--- src/rtl/pie_pkg.sv ---
// Shared types, constants and arithmetic helpers for the polynomial evaluation unit.
package pie_pkg;

   localparam int DATA_W      = 32;
   localparam int PROD_W      = 2 * DATA_W;
   localparam int NUM_COEFS   = 8;
   localparam int MAX_DEGREE  = 7;
   localparam int COEF_IDX_W  = $clog2(NUM_COEFS);
   localparam int CSR_INDEX_W = 4;
   localparam int DEN_W       = COEF_IDX_W + 1;
   localparam int RECIP_W     = DATA_W + 1;
   localparam int RECIP_SH_W  = 6;
   localparam int RECIP_P_W   = DATA_W + RECIP_W;
   localparam int WIDE_W      = PROD_W + 1;

   localparam logic signed [WIDE_W-1:0] Q_MAX = WIDE_W'(64'sh0000_0000_7FFF_FFFF);
   localparam logic signed [WIDE_W-1:0] Q_MIN = -WIDE_W'(64'sh0000_0000_8000_0000);
   localparam logic signed [PROD_W-1:0] ROUND_HALF = PROD_W'(32768);

   // floor(n / (i+1)) = (n * RECIP_TABLE[i]) >> RECIP_SH_TABLE[i], exact for n < 2^32
   localparam logic [NUM_COEFS-1:0][RECIP_W-1:0] RECIP_TABLE = {
      33'h1_0000_0000,
      33'h1_2492_4925,
      33'h0_AAAA_AAAB,
      33'h0_CCCC_CCCD,
      33'h1_0000_0000,
      33'h0_AAAA_AAAB,
      33'h1_0000_0000,
      33'h1_0000_0000
   };
   localparam logic [NUM_COEFS-1:0][RECIP_SH_W-1:0] RECIP_SH_TABLE = {
      6'd35, 6'd35, 6'd34, 6'd34, 6'd34, 6'd33, 6'd33, 6'd32
   };

   typedef enum logic {
      KIND_EVAL     = 1'b0,
      KIND_INTEGRAL = 1'b1
   } kind_type;

   typedef struct packed {
      logic                     kind;
      logic signed [DATA_W-1:0] x_value;
      logic signed [DATA_W-1:0] x_lower;
   } req_type;

   typedef struct packed {
      logic signed [DATA_W-1:0] value;
      logic                     overflow;
   } rsp_type;

   typedef struct packed {
      logic                     valid;
      logic                     kind;
      logic signed [DATA_W-1:0] x_hi;
      logic signed [DATA_W-1:0] x_lo;
      logic signed [DATA_W-1:0] acc_hi;
      logic signed [DATA_W-1:0] acc_lo;
      logic                     ovf_hi;
      logic                     ovf_lo;
   } stage_type;

   typedef struct packed {
      logic                     valid;
      logic                     kind;
      logic signed [DATA_W-1:0] x_hi;
      logic signed [DATA_W-1:0] x_lo;
      logic signed [PROD_W-1:0] prod_hi;
      logic signed [PROD_W-1:0] prod_lo;
      logic                     ovf_hi;
      logic                     ovf_lo;
   } prod_type;

   typedef struct packed {
      logic                     ovf;
      logic signed [DATA_W-1:0] value;
   } sat_type;

   typedef struct packed {
      logic                  busy;
      logic                  done;
      logic [COEF_IDX_W-1:0] idx;
   } div_status_type;

   function automatic sat_type sat32(input logic signed [WIDE_W-1:0] v);
      sat_type r;
      if (v > Q_MAX) begin
         r.ovf   = 1'b1;
         r.value = Q_MAX[DATA_W-1:0];
      end else if (v < Q_MIN) begin
         r.ovf   = 1'b1;
         r.value = Q_MIN[DATA_W-1:0];
      end else begin
         r.ovf   = 1'b0;
         r.value = v[DATA_W-1:0];
      end
      return r;
   endfunction

   // round(prod / 2^16), ties up, then add coefficient and clip
   function automatic sat_type horner_step(input logic signed [PROD_W-1:0] prod,
                                           input logic signed [DATA_W-1:0] coef);
      logic signed [PROD_W-1:0] scaled;
      logic signed [WIDE_W-1:0] sum;
      scaled = (prod + ROUND_HALF) >>> 16;
      sum    = WIDE_W'(scaled) + WIDE_W'(coef);
      return sat32(sum);
   endfunction

endpackage

--- src/rtl/pie_div.sv ---
// Signed coefficient over (index+1) by reciprocal multiply, rounded half away from zero.
module pie_div
   import pie_pkg::*;
(
   input  logic                     clock,
   input  logic                     reset,
   input  logic                     start,
   input  logic [COEF_IDX_W-1:0]    idx,
   input  logic signed [DATA_W-1:0] coef,
   output div_status_type           status,
   output logic signed [DATA_W-1:0] quotient
);

   logic                  busy_ff, busy_in;
   logic                  done_ff, done_in;
   logic [DATA_W-1:0]     num_ff, num_in;
   logic [DATA_W-1:0]     quo_ff, quo_in;
   logic                  neg_ff, neg_in;
   logic [COEF_IDX_W-1:0] idx_ff, idx_in;

   logic [DEN_W-1:0]      den_start;
   logic [DATA_W-1:0]     mag;
   logic [RECIP_P_W-1:0]  recip_prod;
   logic [RECIP_P_W-1:0]  quo_full;

   always_comb begin
      den_start  = DEN_W'(idx) + DEN_W'(1);
      mag        = coef[DATA_W-1] ? DATA_W'(-coef) : DATA_W'(coef);
      recip_prod = RECIP_P_W'(num_ff) * RECIP_P_W'(RECIP_TABLE[idx_ff]);
      quo_full   = recip_prod >> RECIP_SH_TABLE[idx_ff];
   end

   always_comb begin
      busy_in = 1'b0;
      done_in = 1'b0;
      num_in  = num_ff;
      quo_in  = quo_ff;
      neg_in  = neg_ff;
      idx_in  = idx_ff;
      if (start) begin
         busy_in = 1'b1;
         num_in  = mag + DATA_W'(den_start >> 1);
         neg_in  = coef[DATA_W-1];
         idx_in  = idx;
      end else if (busy_ff) begin
         quo_in  = quo_full[DATA_W-1:0];
         done_in = 1'b1;
      end
   end

   always_ff @(posedge clock) begin
      if (reset) begin
         busy_ff <= 1'b0;
         done_ff <= 1'b0;
         idx_ff  <= '0;
      end else begin
         busy_ff <= busy_in;
         done_ff <= done_in;
         idx_ff  <= idx_in;
      end
      num_ff <= num_in;
      quo_ff <= quo_in;
      neg_ff <= neg_in;
   end

   assign status.busy = busy_ff || done_ff;
   assign status.done = done_ff;
   assign status.idx  = idx_ff;
   assign quotient    = neg_ff ? DATA_W'(-quo_ff) : quo_ff;

endmodule

--- config.mk ---
export PLATFORM = sky130hd
export DESIGN_NAME = pie_div
export DESIGN_NICKNAME = d
export VERILOG_FILES = /design/src/rtl/pie_pkg.sv /design/src/rtl/pie_div.sv
export SDC_FILE = /design/constraint.sdc
export NUM_CORES = 2
export LEC_CHECK = 0
export ABC_AREA = 1
export BUFFER_PORTS_ARGS = -buffer_cell sky130_fd_sc_hd__buf_2
export CORE_MARGIN = 5
export CORE_UTILIZATION = 50
export DETAILED_ROUTE_END_ITERATION = 12
export GPL_ROUTABILITY_DRIVEN = 0
export PLACE_DENSITY = 0.65
export SLEW_MARGIN = 15
export SYNTH_ARGS = -nofsm -noshare
export SYNTH_HDL_FRONTEND = slang
export SYNTH_SLANG_ARGS = --single-unit
--- constraint.sdc ---
create_clock -name clock -period 10 [get_ports clock]
set_clock_uncertainty 0.15 [all_clocks]
set_input_delay 2 -clock clock [delete_from_list [all_inputs] [get_ports clock]]
set_output_delay 2 -clock clock [all_outputs]
set_load 0.01 [all_outputs]
; ---- Word level (Yosys, flattened, before mapping)
; Memories as Yosys holds them, arrays and structs flattened. A register that Yosys moved wholly into a read port is not among the register bits.
; Index checks and enable logic that the tools add are counted.
[classes]
n_addsub = 4
mul = 1
n_lt_le_gt_ge = 1
shift = 1
mux = 10
bitwise_logic = 1
reduce_logical = 3
[op_table]
columns = op, n
row1 = $mul 32x33->65, 1
row2 = $shr 65x6->32, 1
row3 = $mux 32, 2
row4 = $neg 32->32, 2
row5 = $mux 33, 1
row6 = $add 32x3->32, 1
row7 = $mux 3, 4
row8 = $mux 6, 1
row9 = $add 3x1->4 const B, 1
row10 = $lt 3x4->1 const B, 1
row11 = $mux 1, 2
row12 = $reduce_and 2->1, 1
row13 = $reduce_or 2->1, 1
row14 = $logic_or 1x1->1, 1
row15 = $not 1->1, 1
[totals]
regBits = 70
mem_bits_ro = 312
input_bits = 38
output_inout_bits = 37
wordCells = 29
mem_count = 2
[mem_list]
columns = name, depth, word_bits, read_ports, rd_clocked_by_memory_dff, wr, line
row1 = (no name shown), 8, 33, 1, 1, 0, pie_div.sv:29  ; recip_prod = RECIP_P_W'(num_ff) * RECIP_P_W'(RECIP_TABLE[idx_ff]);
row2 = (no name shown), 8, 6, 1, 1, 0, pie_div.sv:30  ; quo_full = recip_prod >> RECIP_SH_TABLE[idx_ff];

; ---- Depth between registers and ports, before layout
[depth]
ltp_word = 4
ltp_mapped = 35
ltp_nobuf = 33

; ---- Least setup slack after synthesis
; Ideal clock, no wire load.
[synth_path]
path_kind = register to register
from = register (tool-made name)
to = register quo_ff[17] (data pin)
setup_time_ps = 254
arrival_time_ps = 6591
required_ps = 9596
path_slack_ps = 3005
stages_incl_launch_ff = 29
path_buffers = 2
period_less_slack_ps = 6995
path_cell_list = dfxtp_1 -> clkbuf_1 -> buf_1 -> nand2_1 -> inv_1 -> fa_1 -> fa_1 -> inv_1 -> fa_1 -> fa_1 -> inv_1 -> fa_1 -> fa_1 -> fa_1 -> inv_1 -> fa_1 -> inv_1 -> ha_1 -> nand2_1 -> nor2_1 -> inv_1 -> nor2_1 -> inv_1 -> nor4_1 -> nand2_1 -> nand3_1 -> nand3_1 -> nand3_1 -> nand2_1
[synth_rtl]
columns = item, line
row1 = to (signal assigned), pie_div.sv:62  ; quo_ff <= quo_in;
row2 = to (decl), pie_div.sv:17  ; logic [DATA_W-1:0] quo_ff, quo_in;

==> impl_metrics.tcl <==
set metrics [dict create \
    netlist_area_um2 29700 \
    rsz0062_at_grt "no" \
    slew_viol_final 0 \
    post-route-min-period_ps 8270 \
    relSlewSlack_pct 29.4 \
    final-hold-violation-count 0 \
    dieHeight_um 254 \
    cts.repair.resized 0 \
    drt-pass1-iter-count 7 \
    final_area_um2 31100 \
    grt_use_met2_pct 45.1 \
    viasPerCell 5.20 \
    crit_path_max_incr_delay_ps 750 \
    antenna_cells 0 \
    status "complete, no violations" \
    std_cell_rows 89 \
    antenna_found_initial 1 \
    start_kind "register" \
    cp_data_arrival_time_ps 8270 \
    syn-instance-count 3849 \
    cp-end-kind "register" \
    ys_seq_area_share_pct 7.59 \
    synth_seq_cells 80 \
    dpl-instance-area_um2 30800 \
    use_met1_pct 39.8 \
    fmax_mhz 121 \
    critPathRequiredTime_ps 10000 \
    synth_edf_count 65 \
    cts_tree "done" \
    fill_cells 5811 \
    grt_pass1_wl_um 139000 \
    port_buffers 74 \
    core_um2 58900 \
    synthFlopType "edfxtp_1" \
    layout-drive-gt1-share_pct 4.37 \
    drc 0 \
    yosys_warnings 0 \
    grt_usage_pct 28.4 \
    maxCapViolations 0 \
    setup-tns-final_ps 0 \
    synth_top_area_cell "fa_1" \
    regArea_um2 2250 \
    postCtsSetupRepairBufs 0 \
    hp-class "register to register" \
    critical_path.max_fanout 16 \
    async_flop_share_pct 0 \
    use_met3_pct 5.56 \
    crit_type "register to register" \
    vias 24153 \
    whs_ps 393 \
    yosysMostFrequentCell "inv_1" \
    setup_viol 0 \
    insertion_delay_ps 400 \
    root_buffer "clkbuf_16" \
    area_growth_pct 4.67 \
    synth_area_leaders "fa_1 (36%), ha_1 (15%), inv_1 (14%)" \
    drt_wl_total_um 88900 \
    hpwl_um 79800 \
    fin_nets 4787 \
    worstMarginPinSlew_ps 1060 \
    yosysUniqueCellTypes 49 \
    grt_max_degree 40 \
    die_area_um2 64400 \
    clk_path_buf_depth 2 \
    cp.buffers_inverters 6 \
    final_antenna_net_count 0 \
    clk_pin_slew_ps 80 \
    cts.htree.levels 3 \
    syn-num-nets 4772 \
    grt_remaining_overflow 0 \
    grt_pass1_vias 24767 \
    syn_area_per_cell_um2 7.71 \
    synth_top_area_share_pct 36.3 \
    die_w_um 254 \
    ys_top_cells_by_count "inv_1 (1138), nand2_1 (814), fa_1 (539)" \
    drt_iter0_drc 2520 \
    initial_utilization_pct 50.4 \
    clock-sinks 80 \
    multi_input_area_um2 22800 \
    fin_crit_sh_pct 82.7 \
    wl_per_cell_um 19.2 \
    cts_made_buffers 9 \
    crit_slowest_cell "dfxtp_1" \
    io_pins 75 \
    hold_buffers 0 \
    worst_path_most_repeated_cell "fa_1" \
    busiest_layer "met2" \
    cp_top_family "adder cells" \
]
==> worst reg2reg max path, cell delays in order, from the launching register on <==
cell and delay, ps:
dfxtp_1 750, buf_4 320, nand2_1 180, fa_1 550
inv_1 50, fa_1 620, inv_1 90, fa_1 500
fa_1 520, inv_1 60, fa_1 550, fa_1 460
fa_1 530, fa_1 430, ha_1 340, nand2_1 80
nor2_1 170, inv_1 140, nor2_1 270, inv_1 230
nor2_1 130, nand2_1 70, nand2_1 250, nand2_1 140
nand3_1 120, nand3_1 120, nand3_1 140, nand2_1 70
==> layout by cell type (no fill, tap or decap), types with 17 or more instances in the layout <==
master,instances
nand4_1,26
buf_2,74
xor2_1,41
nand3_1,231
ha_1,346
xnor2_1,27
edfxtp_1,65
o21ai_0,65
nor3_1,17
a21oi_1,102
nand2_1,814
inv_1,1138
nor2_1,232
fa_1,539
==> layout make-up <==
type	count	area share (%)
Multi-Input combinational cell	2540	73.3
Inverter	1148	13.9
Sequential cell	80	7.25
Tap cell	773	3.11
Timing Repair Buffer	85	1.46
Clock buffer	9	0.725
Clock inverter	7	0.246
==> path summary, 6_finish.rpt <==
check,start,end,slack [ps],cells after the start
max,register,quo_ff[16]$_DFFE_PP_,1730,27
min,busy_ff$_SDFF_PP0_,done_ff$_SDFF_PP0_,390,2
max reg2reg,register,quo_ff[16]$_DFFE_PP_,1730,27
min reg2reg,busy_ff$_SDFF_PP0_,done_ff$_SDFF_PP0_,390,2
==> per-stage QoR <==
step	util, %	setup WS (ps)	std cells
after floorplan	-	3010	3849
after detailed placement	52.2	1950	4626
after global routing	52.8	1370	4642
after CTS	52.8	1920	4642
final	52.8	1730	4642
after global placement	52.2	2000	4626
==> routing by layer <==
layer	part of all wire (%)	vias up
li1	-	11377
met4	3.4	2
met3	9.2	132
met1	43	11602
met5	0.013	-
met2	45	1040
==> cell families after synthesis <==
family                     synth area share [%]
and+or+nand+nor                            19.8
buffers and inverters                      15.7
adders and majority gates                  50.9
AOI/OAI and AO/OA                          3.49
DFF                                        7.59
xor gates and xnor gates                   2.45
muxes                                    0.0379
Power is left out: the tool's default activity adds up to more than one toggle a clock period on the data nets, which glitch-free logic cannot reach.
